[src/rtl/grt_pkg.sv]
// Package for the gamepad report translator: field widths, constants and the
// structures passed between the top level and the translation pipeline.
// Depends on nothing.
package grt_pkg;

   localparam int ByteW = 8;
   localparam int RawBytes = 10;
   localparam int PayloadBytes = 9;
   localparam int LenW = 7;
   localparam int DeadzoneW = 7;
   localparam int ExtraW = 3;
   localparam int CsrIndexW = 2;
   localparam int CsrDataW = 8;
   localparam int ReqDataW = 88;
   localparam int RspDataW = 80;

   localparam logic [ByteW-1:0] PrefixId = 8'h03;
   localparam logic [ByteW-1:0] Centre = 8'd128;
   localparam logic [ByteW-1:0] BatteryFull = 8'h1B;
   localparam logic [3:0] HatNone = 4'd8;
   localparam logic [ByteW-1:0] HatMax = 8'd7;
   localparam logic [LenW-1:0] MinLength = 7'd9;
   localparam logic [LenW-1:0] PrefixLength = 7'd10;

   localparam logic [CsrIndexW-1:0] RegOutputMode = 2'd0;
   localparam logic [CsrIndexW-1:0] RegDeadzone = 2'd1;
   localparam logic [CsrIndexW-1:0] RegTriggerThreshold = 2'd2;

   localparam logic [DeadzoneW-1:0] DeadzoneReset = 7'd6;
   localparam logic [ByteW-1:0] ThresholdReset = 8'd40;

   typedef struct packed {
      logic                 output_mode;
      logic [DeadzoneW-1:0] deadzone;
      logic [ByteW-1:0]     trigger_threshold;
   } grt_cfg_type;

   typedef struct packed {
      logic [RawBytes-1:0][ByteW-1:0] raw;
      logic [LenW-1:0]                report_length;
   } grt_req_type;

   typedef struct packed {
      logic              valid_res;
      logic [ByteW-1:0]  left_x;
      logic [ByteW-1:0]  left_y;
      logic [ByteW-1:0]  right_x;
      logic [ByteW-1:0]  right_y;
      logic [ByteW-1:0]  hat_and_face;
      logic [ByteW-1:0]  buttons_main;
      logic [ExtraW-1:0] buttons_extra;
      logic [ByteW-1:0]  trig_left;
      logic [ByteW-1:0]  trig_right;
      logic [ByteW-1:0]  battery_byte;
   } grt_rsp_type;

   function automatic logic [ByteW-1:0] stick_offset(input logic [ByteW-1:0] b);
      logic [ByteW-1:0] mag;
      if (b[ByteW-1]) begin
         mag = b - Centre;
      end else begin
         mag = Centre - b;
      end
      return mag;
   endfunction

endpackage

[src/rtl/grt_core.sv]
// Three-stage translation pipeline: payload selection, stick and trigger
// comparison, then result assembly into the output register.
// Depends on grt_pkg.
module grt_core (
   input  logic                 clock,
   input  logic                 reset,
   input  grt_pkg::grt_cfg_type cfg,
   input  logic                 in_valid,
   output logic                 in_ready,
   input  grt_pkg::grt_req_type in_item,
   output logic                 out_valid,
   input  logic                 out_ready,
   output grt_pkg::grt_rsp_type out_item
);
   import grt_pkg::*;

   logic en_a, en_b, en_c;

   // Stage A: prefix stripped, length checked.
   logic                               a_valid_ff, a_valid_in;
   logic                               a_ok_ff, a_ok_in;
   logic [PayloadBytes-1:0][ByteW-1:0] a_r_ff, a_r_in;
   logic                               prefixed;

   // Stage B: stick offsets compared, buttons remapped.
   logic                b_valid_ff;
   logic                b_ok_ff, b_ok_in;
   logic [3:0][ByteW-1:0] b_stick_ff, b_stick_in;
   logic [3:0]          b_snap_ff, b_snap_in;
   logic [ByteW-1:0]    b_hf_ff, b_hf_in;
   logic [ByteW-1:0]    b_bm_ff, b_bm_in;
   logic [ExtraW-1:0]   b_bx_ff, b_bx_in;
   logic [ByteW-1:0]    b_lt_ff, b_rt_ff;
   logic [3:0]          hat;

   // Stage C: output register.
   logic        c_valid_ff;
   grt_rsp_type c_rsp_ff, c_rsp_in;

   assign en_c = !c_valid_ff || out_ready;
   assign en_b = !b_valid_ff || en_c;
   assign en_a = !a_valid_ff || en_b;
   assign in_ready = en_a;
   assign a_valid_in = in_valid;

   always_comb begin
      prefixed = (in_item.raw[0] == PrefixId)
               && (in_item.report_length >= PrefixLength)
               && (in_item.raw[1] <= {4'd0, HatNone});
      a_ok_in = in_item.report_length >= MinLength;
      for (int i = 0; i < PayloadBytes; i++) begin
         a_r_in[i] = prefixed ? in_item.raw[i+1] : in_item.raw[i];
      end
   end

   always_comb begin
      b_ok_in = a_ok_ff;
      for (int i = 0; i < 4; i++) begin
         b_stick_in[i] = a_r_ff[i+3];
         b_snap_in[i] = stick_offset(a_r_ff[i+3]) < {1'b0, cfg.deadzone};
      end
      hat = (a_r_ff[0] <= HatMax) ? a_r_ff[0][3:0] : HatNone;
      b_hf_in = {a_r_ff[2][3], a_r_ff[2][5], a_r_ff[2][6], a_r_ff[2][4], hat};
      b_bm_in = {a_r_ff[1][7], a_r_ff[2][0], a_r_ff[1][5], a_r_ff[1][6],
                 a_r_ff[8] > cfg.trigger_threshold,
                 a_r_ff[7] > cfg.trigger_threshold,
                 a_r_ff[2][1], a_r_ff[2][2]};
      b_bx_in = {a_r_ff[1][0], a_r_ff[1][1], a_r_ff[1][4]};
   end

   always_comb begin
      c_rsp_in = '0;
      if (b_ok_ff) begin
         c_rsp_in.valid_res = 1'b1;
         c_rsp_in.left_x = b_snap_ff[0] ? Centre : b_stick_ff[0];
         c_rsp_in.left_y = b_snap_ff[1] ? Centre : b_stick_ff[1];
         c_rsp_in.right_x = b_snap_ff[2] ? Centre : b_stick_ff[2];
         c_rsp_in.right_y = b_snap_ff[3] ? Centre : b_stick_ff[3];
         c_rsp_in.hat_and_face = b_hf_ff;
         c_rsp_in.buttons_main = b_bm_ff;
         c_rsp_in.buttons_extra = {b_bx_ff[2] & cfg.output_mode, b_bx_ff[1:0]};
         c_rsp_in.trig_left = b_lt_ff;
         c_rsp_in.trig_right = b_rt_ff;
         c_rsp_in.battery_byte = cfg.output_mode ? '0 : BatteryFull;
      end
   end

   always_ff @(posedge clock) begin
      if (reset) begin
         a_valid_ff <= 1'b0;
         b_valid_ff <= 1'b0;
         c_valid_ff <= 1'b0;
      end else begin
         if (en_a) begin
            a_valid_ff <= a_valid_in;
         end
         if (en_b) begin
            b_valid_ff <= a_valid_ff;
         end
         if (en_c) begin
            c_valid_ff <= b_valid_ff;
         end
      end
   end

   always_ff @(posedge clock) begin
      if (en_a) begin
         a_ok_ff <= a_ok_in;
         a_r_ff <= a_r_in;
      end
      if (en_b) begin
         b_ok_ff <= b_ok_in;
         b_stick_ff <= b_stick_in;
         b_snap_ff <= b_snap_in;
         b_hf_ff <= b_hf_in;
         b_bm_ff <= b_bm_in;
         b_bx_ff <= b_bx_in;
         b_lt_ff <= a_r_ff[7];
         b_rt_ff <= a_r_ff[8];
      end
      if (en_c) begin
         c_rsp_ff <= c_rsp_in;
      end
   end

   assign out_valid = c_valid_ff;
   assign out_item = c_rsp_ff;

`ifndef NO_ASSERTIONS
   a_reject_zero: assert property (@(posedge clock) disable iff (reset)
      (c_valid_ff && !c_rsp_ff.valid_res) |-> (c_rsp_ff == '0))
      else $error("rejected report carries non-zero fields");

   a_hat_range: assert property (@(posedge clock) disable iff (reset)
      (c_valid_ff && c_rsp_ff.valid_res) |-> (c_rsp_ff.hat_and_face[3:0] <= HatNone))
      else $error("hat value out of range");

   a_stage_b_hold: assert property (@(posedge clock) disable iff (reset)
      (b_valid_ff && !en_c) |=> b_valid_ff)
      else $error("stalled word lost in middle stage");

   a_mode_battery: assert property (@(posedge clock) disable iff (reset)
      (c_valid_ff && c_rsp_ff.buttons_extra[2]) |-> (c_rsp_ff.battery_byte == '0))
      else $error("mute bit set with non-zero battery byte");
`endif

endmodule

[src/rtl/gamepad_report_translator.sv]
// Top level of the gamepad report translator: stream ports, configuration
// registers and the translation pipeline.
// Depends on grt_pkg and grt_core.
//
//   channel | direction | contents
//   req     | in        | raw report bytes 0..9 and report length
//   rsp     | out       | translated host report
//   csr     | in        | write-only registers: mode, deadzone, threshold
//
// Each word passes through the pipeline registers in turn, the third being the output
// register; one word can be taken every cycle while rsp is not stalled.
// Reset clears the pipeline valid bits and restores the register defaults.
// A stall on rsp holds the output register; an earlier stage holds its word
// only while every stage after it is held, so empty stages still fill.
module gamepad_report_translator (
   input  logic                            clock,
   input  logic                            reset,
   input  logic                            req_tvalid,
   output logic                            req_tready,
   // byte0..byte9 (8 bits each), report_length (7), zero pad (1)
   input  logic [grt_pkg::ReqDataW-1:0]    req_tdata,
   output logic                            rsp_tvalid,
   input  logic                            rsp_tready,
   // valid_res, left_x, left_y, right_x, right_y, hat_and_face, buttons_main,
   // buttons_extra (3), trig_left, trig_right, battery_byte, zero pad (4)
   output logic [grt_pkg::RspDataW-1:0]    rsp_tdata,
   input  logic                            csr_we,
   input  logic [grt_pkg::CsrIndexW-1:0]   csr_index,
   input  logic [grt_pkg::CsrDataW-1:0]    csr_wdata
);
   import grt_pkg::*;

   grt_cfg_type cfg_ff;
   grt_req_type req_item;
   grt_rsp_type rsp_item;

   always_ff @(posedge clock) begin
      if (reset) begin
         cfg_ff.output_mode <= 1'b0;
         cfg_ff.deadzone <= DeadzoneReset;
         cfg_ff.trigger_threshold <= ThresholdReset;
      end else if (csr_we) begin
         case (csr_index)
            RegOutputMode: cfg_ff.output_mode <= csr_wdata[0];
            RegDeadzone: cfg_ff.deadzone <= csr_wdata[DeadzoneW-1:0];
            RegTriggerThreshold: cfg_ff.trigger_threshold <= csr_wdata;
            default: ;
         endcase
      end
   end

   always_comb begin
      for (int i = 0; i < RawBytes; i++) begin
         req_item.raw[i] = req_tdata[i*ByteW +: ByteW];
      end
      req_item.report_length = req_tdata[RawBytes*ByteW +: LenW];
   end

   grt_core u_core (
      .clock     (clock),
      .reset     (reset),
      .cfg       (cfg_ff),
      .in_valid  (req_tvalid),
      .in_ready  (req_tready),
      .in_item   (req_item),
      .out_valid (rsp_tvalid),
      .out_ready (rsp_tready),
      .out_item  (rsp_item)
   );

   assign rsp_tdata = {4'd0,
                       rsp_item.battery_byte,
                       rsp_item.trig_right,
                       rsp_item.trig_left,
                       rsp_item.buttons_extra,
                       rsp_item.buttons_main,
                       rsp_item.hat_and_face,
                       rsp_item.right_y,
                       rsp_item.right_x,
                       rsp_item.left_y,
                       rsp_item.left_x,
                       rsp_item.valid_res};

endmodule
[config.mk]
export PLATFORM = sky130hd
export DESIGN_NAME = gamepad_report_translator
export DESIGN_NICKNAME = d
export VERILOG_FILES = /design/src/rtl/grt_pkg.sv /design/src/rtl/grt_core.sv /design/src/rtl/gamepad_report_translator.sv
export SDC_FILE = /design/constraint.sdc
export NUM_CORES = 1
export LEC_CHECK = 0
export ABC_AREA = 1
export ABC_CLOCK_PERIOD_IN_PS = 9040
export BUFFER_PORTS_ARGS = -buffer_cell sky130_fd_sc_hd__buf_4
export CAP_MARGIN = 20
export CORE_ASPECT_RATIO = 0.5
export CORE_MARGIN = 2
export CORE_UTILIZATION = 60
export DETAILED_ROUTE_END_ITERATION = 16
export PLACE_DENSITY = 0.85
export SLEW_MARGIN = 10
export SYNTH_ARGS = -nofsm -noshare
export SYNTH_HDL_FRONTEND = slang
export SYNTH_SLANG_ARGS = --single-unit
[constraint.sdc]
create_clock -name clock -period 9.04 [get_ports clock]
set_input_delay 1.356 -clock clock [delete_from_list [all_inputs] [get_ports clock]]
set_output_delay 1.356 -clock clock [all_outputs]
set_load 0.02 [all_outputs]
# Word-level counts from Yosys, hierarchy flattened
# Index checks and enable logic that the tools add are counted.
[totals] memories=0 in_bits=103 ff_bits=239 rom_bits=0 output_inout_bits=82 ram_bits=0 latchBits=0
[classes] n_mul=0 n_div=0 reduce_logical=16 addsub=8 magnitude_cmp=10 bitwise_logic=2 muxes=19 n_shift=0 n_eq_ne=3
[op_table] cell="8-bit 2-to-1 mux" n=16
[op_table] cell="76-bit 2-to-1 mux" n=1
[op_table] cell="8-bit by 7-bit < comparator with 1-bit output" n=4
[op_table] cell="8-bit subtractor, first input constant" n=4
[op_table] cell="8-bit subtractor, second input constant" n=4
[op_table] cell="8-bit > comparator" n=2
[op_table] cell="7-bit by 4-bit >= comparator with 1-bit output, second input constant" n=2
[op_table] cell="8-bit by 2-bit == test with 1-bit output, second input constant" n=1
[op_table] cell="8-bit by 3-bit <= comparator with 1-bit output, second input constant" n=1
[op_table] cell="8-bit by 4-bit <= comparator with 1-bit output, second input constant" n=1
[op_table] cell="2-bit OR reduction" n=4
[op_table] cell="7-bit 2-to-1 mux" n=1
[op_table] cell="2-bit AND reduction" n=3
[op_table] cell="5-bit 2-to-1 mux" n=1
[op_table] cell="1-bit logical NOT" n=3
[op_table] cell="1-bit logical OR" n=3
[op_table] cell="2-bit by 1-bit == test with 1-bit output, second input constant" n=1
[op_table] cell="2-bit == test, second input constant" n=1
[op_table] cell="1-bit logical AND" n=2
[op_table] cell="2-bit logical NOT" n=1
[op_table] cell="1-bit AND" n=1
[op_table] cell="1-bit inverter" n=1

# Longest topological paths before layout
# Gate-level depths: netlist of the first run.
[logic_depth] ltp_word=4 mapped_depth=14 depth_no_buf=14

# By module
# Synthesis of the first run repeated with hierarchy kept, for this count alone.
[unflattened] hier_cells=1009 hier_area_um2=10511.3
[modules_own_cells] module="grt_core" area_per_inst_um2=9778.1 cells_each=906 seq_area_each_um2=6396.1 n_inst=1
[modules_own_cells] module="gamepad_report_translator" area_per_inst_um2=733.2 cells_each=103 seq_area_each_um2=320.3 n_inst=1

# Worst setup path after synthesis of the first run
# OpenSTA, ideal clock, no wires.
[synth_timing] path_type="in2out" start="input port rsp_tready" end="output port req_tready" slack_ns=2.879 cell_stages=4 t_arrival_ns=4.805 required_ns=7.684 n_path_buf=0 cell_sequence="inv_1 -> nand2_1 -> nor2_1 -> nand2_1"
[synth_via] elab_chain_cells=3
[synth_lines] element="start, declared" line="gamepad_report_translator.sv:23" text="input logic rsp_tready,"
[synth_lines] element="1-bit logical OR" line="grt_core.sv:40" text="assign en_c = !c_valid_ff || out_ready;"
[synth_lines] element="net u_core.en_c" line="grt_core.sv:17" text="logic en_a, en_b, en_c;"
[synth_lines] element="1-bit logical OR" line="grt_core.sv:41" text="assign en_b = !b_valid_ff || en_c;"
[synth_lines] element="1-bit logical OR" line="grt_core.sv:42" text="assign en_a = !a_valid_ff || en_b;"
[synth_lines] element="end, declared" line="gamepad_report_translator.sv:19" text="output logic req_tready,"
# The timed path passes the listed nets, and every way through them passes these cells.

# Worst setup path after layout of the first run
# Ends and elaborated chain as after synthesis.

==> key figures, run 1 <==
Status
  – Outcome: completed

Flow run
  – Max Cap Viol: 0

Finish
  – Final net count: 1,283
  – Area Overhead vs Synth: 21.3%
  – Finished Cell Area: 12,600 um2
  – FF+latch area: 6720 um2
  – Fillers: 1,051
  – Antenna Cells: 0
  – Layout cells sized above 1: approximately a fifth
  – Multi-input gate area: 2840 um2

Clocking
  – Clock Sink Count: 230
  – Hold buffer count at CTS: 0
  – Post-CTS resize count: 0
  – Worst-path clk slew: 70 ps
  – Setup bufs post-CTS: 0
  – TritonCTS Buffers: 20
  – Root Buffer: clkbuf_16
  – H-tree depth: 1
  – Clock buffer depth: 3
  – Clock Latency Late Sink: 500 ps
  – CTS tree: yes

Worst setup path
  – R2R Path Start: u_core.out_valid$_SDFFE_PP0P_
  – Crit. End Element: primary output
  – WP buf/inv: 3
  – Critical path class: input pin to primary output
  – Worst-case reg-to-reg path depth: 4
  – Max FO, Critical Path: 72
  – Cells along the critical path: buf_4, inv_1, nand2_4, nor2_1, nand2_4, buf_4
  – CP Launch Type: input pin
  – Top cell family by delay on the critical path: simple AND/OR/NAND/NOR gates
  – Worst path max stage delay: 630 ps
  – WP data arrival: 3630 ps
  – Reg2reg end: u_core.b_stick_ff[25]$_DFFE_PP_
  – Critical Path RT: around 7700 ps
  – CP max-delay cell: nand2_4
  – Reg2Reg Setup Slack: 6230 ps

Power
  – Switching share of power: 22.7%
  – Pint: 1990 uW
  – Comb pwr share: between 10% and 20%
  – Cell Pwr Density: approximately 210 nW/um2
  – Seq pwr share: about half
  – Clock share of power: roughly 39%
  – Net Switching: slightly below 600 uW
  – Max VDD drop: 0.125 mV
  – Leakage: ~0.006 uW

Hold path
  – Hold depth: 0
  – Hold Crit Start: u_core.a_r_ff[8]$_DFFE_PP_
  – Worst Hold Class: flop to flop
  – Hold Path Sink: u_core.b_bx_ff[2]$_DFFE_PP_

STA
  – FMAX: around 200 MHz
  – Unrepaired setup endpoints after global routing: no
  – Worst rel slew slack: 32.8%
  – Final Hold Violating Endpoints: 0
  – Max Slew Vio Count: 0
  – Post-route clock period utilization: 55.2%
  – Final worst setup slack: just over 4000 ps
  – Final min period: 4990 ps
  – Setup TNS: 0 ps
  – Skew final: between 10 and 15 ps
  – Worst-margin pin slew: 1010 ps
  – Worst hold margin: about 420 ps
  – Final setup vio count: 0

Die
  – Die Ht: 96.9 um
  – Core region area: ~17,000 um2
  – IO Count: 185
  – Die Width: 190 um
  – Num rows: 33
  – Initial core utilization: 62.2%
  – DIE AREA: 18,400 um2

Yosys
  – Post-synthesis cell type count: 27
  – Yosys warns: 0
  – Register area share after synthesis: around 65%
  – Mapped Area: around 10,000 um2
  – Flops & latches, synth: 230
  – Avg Cell Area, Syn: 10.6 um2
  – Post-synthesis cell count: 973

Drt
  – Residual DRC count: 0
  – Post-DRT Antenna Nets: 0
  – Avg Vias per Cell: approximately 5.4
  – Vias post-DR: 7,469
  – Final WL: 23.4 mm
  – WL/cell: 17.0 um
  – Drt first pass iters: 5
  – Number of DRC markers in iteration 0: 731

Placed design
  – IO Port Bufs: roughly 180
  – Post-detail-place hpwl: 15.9 mm
  – GPL Wtd Cong: between 0.9 and 1
  – DP Area: 11,700 um2
  – Setup slack at placement: 4020 ps

Global routing
  – Global-route wire length before repair: roughly 37 mm
  – Gr ovfl total: 0
  – Pin count of the biggest net entering global routing: 73
  – Initial antenna violation count: 0
  – GRT Overall Usage: 25.8%
  – Vias in the first global route: 7,363
-- metal layers --
metal | up-vias | global-route usage [%] | share of wire [%]
li1 | 3510 | - | -
met1 | 3471 | 33.7 | 39
met2 | 400 | 43.5 | 48
met3 | 88 | 4.50 | 8.9
met4 | 0 | 10.2 | 3.9
met5 | - | 0 | 0
-- worst reg2reg max path: stages, from the launching register on --
cell	delay, ps
dfxtp_1	340
nand2_4	710
nor2_1	250
inv_2	450
buf_4	660
-- how the worst max path moves through the flow --
stage	startpoint	to	slack, ps	cells after the start
2_1_floorplan	rsp_tready	req_tready	2880	4
3_3_place_gp	rsp_tready	req_tready	4110	6
3_5_place_dp	rsp_tready	req_tready	4020	6
4_1_cts	rsp_tready	req_tready	4010	6
5_1_grt	rsp_tready	req_tready	3830	6
6_report	rsp_tready	req_tready	4050	6
-- placed cells by master (no fill, tap or decap), drive strengths merged --
cell	count
a21oi	34
and3	4
buf	180
bufinv	7
clkbuf	22
clkinv	6
clkinvlp	1
conb	8
dfxtp	19
edfxtp	211
ha	44
inv	144
nand2	246
nand3	80
nand3b	3
nand4	1
nor2	82
nor3	6
o211ai	6
o21a	3
o21ai	23
o21bai	2
or2	4
xnor2	1
xor2	13
-- flip-flops by register name, indices dropped and copies added, names as in the netlist --
register,flops
u_core.b_lt_ff,8
u_core.b_bm_ff,8
u_core.a_r_ff,69
u_core.b_snap_ff,4
u_core.b_valid_ff,1
u_core.b_hf_ff,8
u_core.b_bx_ff,3
u_core.b_stick_ff,32
u_core.a_valid_ff,1
u_core.out_item,69
u_core.b_rt_ff,8
u_core.out_valid,1
u_core.a_ok_ff,1
cfg_ff,16
u_core.b_ok_ff,1
-- cell families after synthesis --
| logic type | count (synthesis) | share of synthesized area (%) |
|---|---|---|
| DFF | 230 | 64.9 |
| xor gates and xnor gates | 14 | 1.19 |
| AOI/OAI and AO/OA | 68 | 3.55 |
| buffers and inverters | 190 | 8.10 |
| other | 1 | 0.0362 |
| adders and majority gates | 44 | 5.32 |
| and+or+nand+nor | 426 | 16.9 |
-- synth_stat cells --
| library cell | n | share of area (%) |
|---|---|---|
| a21oi_1 | 34 | 1.6 |
| and3_1 | 4 | 0.24 |
| buf_2 | 4 | 0.19 |
| buf_4 | 18 | 1.3 |
| buf_6 | 7 | 0.76 |
| clkbuf_1 | 17 | 0.62 |
| conb_1 | 1 | 0.036 |
| dfxtp_1 | 19 | 3.7 |
| edfxtp_1 | 211 | 61 |
| ha_1 | 44 | 5.3 |
| inv_1 | 143 | 5.2 |
| inv_2 | 1 | 0.036 |
| nand2_1 | 245 | 8.9 |
| nand2_2 | 1 | 0.060 |
| nand3_1 | 80 | 3.9 |
| nand3b_1 | 3 | 0.22 |
| nand4_1 | 1 | 0.060 |
| nor2_1 | 80 | 2.9 |
| nor2_2 | 2 | 0.12 |
| nor3_1 | 6 | 0.29 |
| o211ai_1 | 6 | 0.44 |
| o21a_1 | 3 | 0.22 |
| o21ai_0 | 23 | 1.1 |
| o21bai_1 | 2 | 0.15 |
| or2_2 | 4 | 0.24 |
| xnor2_1 | 1 | 0.085 |
| xor2_1 | 13 | 1.1 |
-- final cells by class --
class | instances | area share [%]
inverter | 144 | 4.31
clock inverter | 14 | 2.04
timing repair buffer | 180 | 11.0
clock buffer | 22 | 4.22
sequential | 230 | 53.5
multi-input combinational | 560 | 22.6
tap | 227 | 2.26
-- power groups by stage --
stage                     Sequential [uW]  Clock, uW  Combinational [uW]
after floorplan                      1330          0                 123
after detailed placement             1300          0                 289
after CTS                            1280       1020                 294
final                                1280       1010                 294
after global routing                 1280       1060                 321
after global placement               1300          0                 275
-- per-stage QoR --
stage,util [%],total power [uW],cells
2_1_floorplan,-,1460,980
3_3_place_gp,70.4,1570,1339
3_5_place_dp,70.6,1590,1340
4_1_cts,75.3,2590,1376
5_1_grt,75.4,2660,1377
6_report,75.4,2580,1377
Note: power is estimated with default switching activity, not from simulation.
==> run 2, diff against run 1 <==
--- a/config.mk
+++ b/config.mk
@@ -6,14 +6,14 @@
 export NUM_CORES = 1
 export LEC_CHECK = 0
 export ABC_AREA = 1
-export ABC_CLOCK_PERIOD_IN_PS = 9040
+export ABC_CLOCK_PERIOD_IN_PS = 4710
 export BUFFER_PORTS_ARGS = -buffer_cell sky130_fd_sc_hd__buf_4
 export CAP_MARGIN = 20
 export CORE_ASPECT_RATIO = 0.5
 export CORE_MARGIN = 2
-export CORE_UTILIZATION = 60
+export CORE_UTILIZATION = 56
 export DETAILED_ROUTE_END_ITERATION = 16
-export PLACE_DENSITY = 0.85
+export PLACE_DENSITY = 0.8
 export SLEW_MARGIN = 10
 export SYNTH_ARGS = -nofsm -noshare
 export SYNTH_HDL_FRONTEND = slang
==> constraint.sdc (replaced) <==
create_clock -name clock -period 4.71 [get_ports clock]
set_input_delay 0.7065 -clock clock [delete_from_list [all_inputs] [get_ports clock]]
set_output_delay 0.7065 -clock clock [all_outputs]
set_load 0.02 [all_outputs]
==> run 2 against run 1 <==
Compared with the run above:
- first-iteration DRC count is 4.4% higher
- via count is 2.5% lower
- final cell count up 1.1%
- worst setup slack got worse by 1600 ps
- clock-buffer cell count is 5 higher
- wire length fell by 3.2%
- sequential cell count unchanged
- non-clock buffer count is 2 higher
- worst hold slack worse by 26 ps
- global-route usage decreased by 2.8 points
- critical path type unchanged
- critical endpoint unchanged
==> key figures, run 2 (synthesis results as in run 1) <==
STA
  – Worst rel slew slack: 26.6%
  – Final setup vio count: 0
  – Post-route clock period utilization: slightly below 50%
  – Worst hold margin: 393 ps
  – Final worst setup slack: 2450 ps
  – Worst-margin pin slew: 1100 ps
  – Skew final: between 5 and 6 ps
  – Setup TNS: 0 ps
  – Final min period: approximately 2300 ps
  – Final Hold Violating Endpoints: 0
  – Max Slew Vio Count: 0
  – Unrepaired setup endpoints after global routing: no
  – FMAX: 442 MHz

Finish
  – Most frequent cells in the layout: 242 x nand2_1, 211 x edfxtp_1, 181 x buf_4, 142 x inv_1
  – Antenna Cells: 0
  – Area Overhead vs Synth: 19.6%
  – Layout cells sized above 1: 19.2%
  – Final net count: 1,286
  – Commonest non-fill, non-tap cell in the layout: nand2_1

Worst setup path
  – Critical Path RT: 4000 ps
  – CP Launch Type: input pin
  – WP data arrival: 1560 ps
  – Critical path class: input pin to primary output
  – Crit. End Element: primary output
  – Max FO, Critical Path: 3

Drt
  – Post-DRT Antenna Nets: 0
  – Residual DRC count: 0
  – Drt first pass iters: 8
  – Number of DRC markers in iteration 0: roughly 760
  – WL/cell: ~16 um
  – Avg Vias per Cell: roughly 5.2
  – Vias post-DR: about 7.3k
  – Final WL: about 23 mm

Power
  – Max VDD drop: 0.206 mV
  – Cell Pwr Density: 366 nW/um2
  – Switching share of power: 23.9%
  – Seq pwr share: 54.0%
  – Clock share of power: 33.6%
  – Leakage: 0.00593 uW
  – Pint: 3450 uW
  – Net Switching: between 1000 and 1500 uW
  – Comb pwr share: 12.4%

Clocking
  – Post-CTS resize count: 0
  – Setup bufs post-CTS: 0
  – CTS tree: yes
  – TritonCTS Buffers: 21
  – Clock buffer depth: 3
  – Root Buffer: clkbuf_16
  – Clock Sink Count: 230
  – Hold buffer count at CTS: 0
  – H-tree depth: 1
  – Clock Latency Late Sink: around 500 ps
  – Worst-path clk slew: 60 ps

Die
  – DIE AREA: between 15,000 and 20,000 um2
  – Die Ht: 100 um
  – Num rows: 35
  – Die Width: 196 um
  – Core region area: 18,300 um2
  – Initial core utilization: 56.7%
  – IO Count: between 150 and 200

Placed design
  – IO Port Bufs: 175
  – Setup slack at placement: 2070 ps
  – GPL Wtd Cong: 0.902
  – Post-detail-place hpwl: 15.6 mm

Global routing
  – Initial antenna violation count: 0
  – Global-route wire length before repair: 34.9 mm
  – Gr ovfl total: 0
  – Vias in the first global route: 6,946
  – Pin count of the biggest net entering global routing: between 70 and 80
  – GRT Overall Usage: between 20% and 30%

Status
  – Outcome: completed

Hold path
  – Worst Hold Class: input pin to flop

Flow run
  – Max Cap Viol: 0
-- run 2: metal layers --
layer	global-route usage (%)	vias up	wire length [um]
li1	-	3510	-
met1	30.3	3429	9390
met2	40.2	284	11100
met3	3.76	58	1540
met4	7.23	0	607
met5	0	-	0
-- run 2: layout make-up --
| cell class | instances | area (um2) |
|---|---|---|
| multi-input cells | 560 | 2840 |
| clock inverters | 9 | 48.8 |
| fillers | 1344 | 5890 |
| inverters | 144 | 541 |
| well taps | 240 | 300 |
| flip-flops and latches | 230 | 6720 |
| clock buffers | 27 | 548 |
| repair buffers | 182 | 1380 |
-- run 2: critical path, stage by stage --
cell and delay, ps:
buf_4 110, inv_1 90, nand2_4 50, nor2_1 300, nand2_4 120, buf_4 180
-- run 2: final timing paths --
path,to,from,slack [ps],depth (start not counted)
max,req_tready,rsp_tready,2450,6
max reg2reg,u_core.b_snap_ff[0]$_DFFE_PP_,u_core.a_r_ff[24]$_DFFE_PP_,2600,11
min,u_core.a_r_ff[7]$_DFFE_PP_,req_tdata[7],390,1
min reg2reg,u_core.b_bx_ff[2]$_DFFE_PP_,u_core.a_r_ff[8]$_DFFE_PP_,410,0
-- run 2: per-stage QoR --
stage               std cells  total power, uW  util, %  cell area (um2)
floorplan                 980             2800        -            10400
global placement         1355             3020     64.4            11800
detailed placement       1355             3040     64.4            11800
CTS                      1391             4550     67.7            12400
global route             1392             4700     67.8            12400
finish                   1392             4530     67.8            12400
-- run 2: power groups by stage --
stage | registers, uW | clock network, uW | logic (uW)
floorplan | 2560 | 0 | 236
global placement | 2480 | 0 | 532
detailed placement | 2490 | 0 | 555
CTS | 2450 | 1540 | 559
global route | 2460 | 1620 | 619
finish | 2450 | 1520 | 561
==> run 3, diff against run 2 <==
--- a/config.mk
+++ b/config.mk
@@ -6,14 +6,14 @@
 export NUM_CORES = 1
 export LEC_CHECK = 0
 export ABC_AREA = 1
-export ABC_CLOCK_PERIOD_IN_PS = 4710
+export ABC_CLOCK_PERIOD_IN_PS = 1980
 export BUFFER_PORTS_ARGS = -buffer_cell sky130_fd_sc_hd__buf_4
 export CAP_MARGIN = 20
 export CORE_ASPECT_RATIO = 0.5
 export CORE_MARGIN = 2
-export CORE_UTILIZATION = 56
+export CORE_UTILIZATION = 51
 export DETAILED_ROUTE_END_ITERATION = 16
-export PLACE_DENSITY = 0.8
+export PLACE_DENSITY = 0.77
 export SLEW_MARGIN = 10
 export SYNTH_ARGS = -nofsm -noshare
 export SYNTH_HDL_FRONTEND = slang
==> constraint.sdc (replaced) <==
create_clock -name clock -period 1.98 [get_ports clock]
set_input_delay 0.297 -clock clock [delete_from_list [all_inputs] [get_ports clock]]
set_output_delay 0.297 -clock clock [all_outputs]
set_load 0.02 [all_outputs]
==> run 3 against run 2 <==
Compared with the run above:
- sequential share of layout area down 1.8 points
- worst hold slack got worse by 340 ps
- clock power rose to 2.6 times the previous value
- largest cell class unchanged
- global-route usage down 1.2 points
- first-iteration DRC count is 44% lower
- final cell count rose by 2.7%
- utilization is 2.7 points lower
- sequential cell count stayed put
- clock-buffer cell count is 2 higher
- register-to-register slack got worse by 2600 ps
- via count down 0.21%
- die area increased by 9.5%
==> key figures, run 3 (synthesis results as in run 1) <==
Finish
  – Layout cells sized above 1: 22.9%
  – Finished Cell Area: 12,800 um2
  – Most frequent cells in the layout: 239 x nand2_1, 211 x edfxtp_1, 183 x buf_4, 134 x inv_1, 77 x nand3_1
  – Fillers: between 1.5k and 2k
  – Final net count: 1,297
  – Multi-input gate area: approximately 3000 um2
  – Final core area utilization: roughly 65%
  – FF+latch area: 6720 um2
  – Commonest non-fill, non-tap cell in the layout: nand2_1
  – Antenna Cells: 0
  – Area Overhead vs Synth: 23.8%

STA
  – Final Hold Violating Endpoints: 0
  – Unrepaired setup endpoints after global routing: yes
  – Final setup vio count: 0
  – Worst rel slew slack: 55.3%
  – FMAX: 516 MHz
  – Skew final: approximately 18 ps
  – Final min period: 1940 ps
  – Worst-margin pin slew: 670 ps
  – Setup TNS: 0 ps
  – Post-route clock period utilization: 97.9%
  – Max Slew Vio Count: 0

Die
  – Core region area: 19,700 um2
  – Num rows: 36
  – IO Count: 185
  – Initial core utilization: 52.6%
  – DIE AREA: 21,500 um2
  – Die Ht: 105 um
  – Die Width: 205 um

Clocking
  – CTS tree: yes
  – Clock Sink Count: 230
  – H-tree depth: 1
  – Clock buffer depth: 3
  – Clock Latency Late Sink: just under 500 ps
  – Worst-path clk slew: ~70 ps
  – TritonCTS Buffers: 21
  – Root Buffer: clkbuf_16

Global routing
  – Pin count of the biggest net entering global routing: 71
  – Gr busiest metal: met2
  – Global routing usage on met1: 27.6%
  – Met3 usage: 3.52%
  – Met2 Use GR: 38.9%
  – Global-route wire length before repair: 36.6 mm
  – Vias in the first global route: approximately 7.3k
  – Initial antenna violation count: 0
  – GRT Overall Usage: 21.9%
  – Gr ovfl total: 0

Power
  – Leakage: 0.00602 uW
  – Total power: 11,200 uW
  – Cell Pwr Density: 877 nW/um2
  – Max VDD drop: around 0.64 mV

Drt
  – Avg Vias per Cell: 5.08
  – Drt first pass iters: 5
  – Post-DRT Antenna Nets: 0
  – Residual DRC count: 0
  – WL/cell: between 15 and 20 um
  – Vias post-DR: 7,266
  – Final WL: approximately 23 mm
  – Number of DRC markers in iteration 0: about 430

Placed design
  – Post-detail-place hpwl: 16.5 mm
  – DP Area: approximately 12,000 um2
  – GPL Wtd Cong: 0.869
  – IO Port Bufs: roughly 180

Worst setup path
  – CP Launch Type: flop
  – Critical Path RT: 2340 ps
  – Critical path class: flop to flop
  – Crit. End Element: flop
  – WP data arrival: between 2000 and 2500 ps
  – Max FO, Critical Path: 3

Hold path
  – Worst Hold Class: input pin to flop

Status
  – Outcome: completed

Flow run
  – Max Cap Viol: 0
-- run 3: cell count changes in the layout (fill, tap and decap cells not counted), moves of 4 or more --
| cell | before | now |
|---|---|---|
| clkbuf_1 | 6 | 2 |
| inv_2 | 2 | 8 |
| dlygate4sd3_1 | 0 | 5 |
| ha_4 | 0 | 6 |
| buf_12 | 1 | 5 |
| a21oi_2 | 0 | 6 |
| ha_1 | 44 | 37 |
| clkbuf_8 | 0 | 6 |
| nor2_1 | 80 | 76 |
| a21oi_1 | 34 | 28 |
| inv_1 | 142 | 134 |
-- run 3: area by class of cell --
type | instances | area share, %
clock buffers | 29 | 4.80
clock inverters | 7 | 0.498
inverters | 144 | 4.28
multi-input cells | 560 | 23.5
flip-flops and latches | 230 | 52.4
well taps | 266 | 2.60
repair buffers | 193 | 11.9
-- run 3: power by group --
group          internal [uW]  switching (uW)
combinational            603             795
clock                   2300            1710
sequential              5670             146
-- run 3: through the flow --
stage / cells / hold slack [ps] / setup WS, ps
after floorplan: 980 / 356 / -358
after global placement: 1385 / 401 / 122
after detailed placement: 1385 / 405 / -64.4
after CTS: 1427 / 28.3 / 0.780
after global routing: 1429 / 54.7 / -18.7
final: 1429 / 48.8 / 42.4
-- run 3: worst max-delay path, cell delays in order (launching register included) --
cell	delay (ps)
edfxtp_1	420
inv_2	110
buf_4	110
nand3_2	90
o21ai_2	160
xor2_1	190
ha_1	280
a21oi_2	130
nor2_1	50
nor2_1	100
nand2_1	70
a21oi_2	100
-- run 3: path summary, 6_finish.rpt --
path,startpoint,end,slack [ps],depth (start not counted)
min,csr_wdata[3],cfg_ff[3]$_SDFFE_PP1P_,50,3
max reg2reg,u_core.a_r_ff[41]$_DFFE_PP_,u_core.b_snap_ff[2]$_DFFE_PP_,40,11
max,u_core.a_r_ff[41]$_DFFE_PP_,u_core.b_snap_ff[2]$_DFFE_PP_,40,11
min reg2reg,u_core.a_r_ff[17]$_DFFE_PP_,u_core.b_bm_ff[1]$_DFFE_PP_,420,0
-- run 3: layer usage --
layer,part of all wire (%),up-vias
li1,-,3527
met1,41,3446
met2,51,249
met3,6.2,44
met4,2.5,0
met5,0,-
-- run 3: timing repair --
item | in CTS | in global routing
hold buffers | 5 | 0
setup buffers | 1 | 2
resized for setup | 1 | 36
endpoints found under the hold margin | 7 | 0
pin swaps | 1 | 18
setup endpoints to repair | 1 | 5
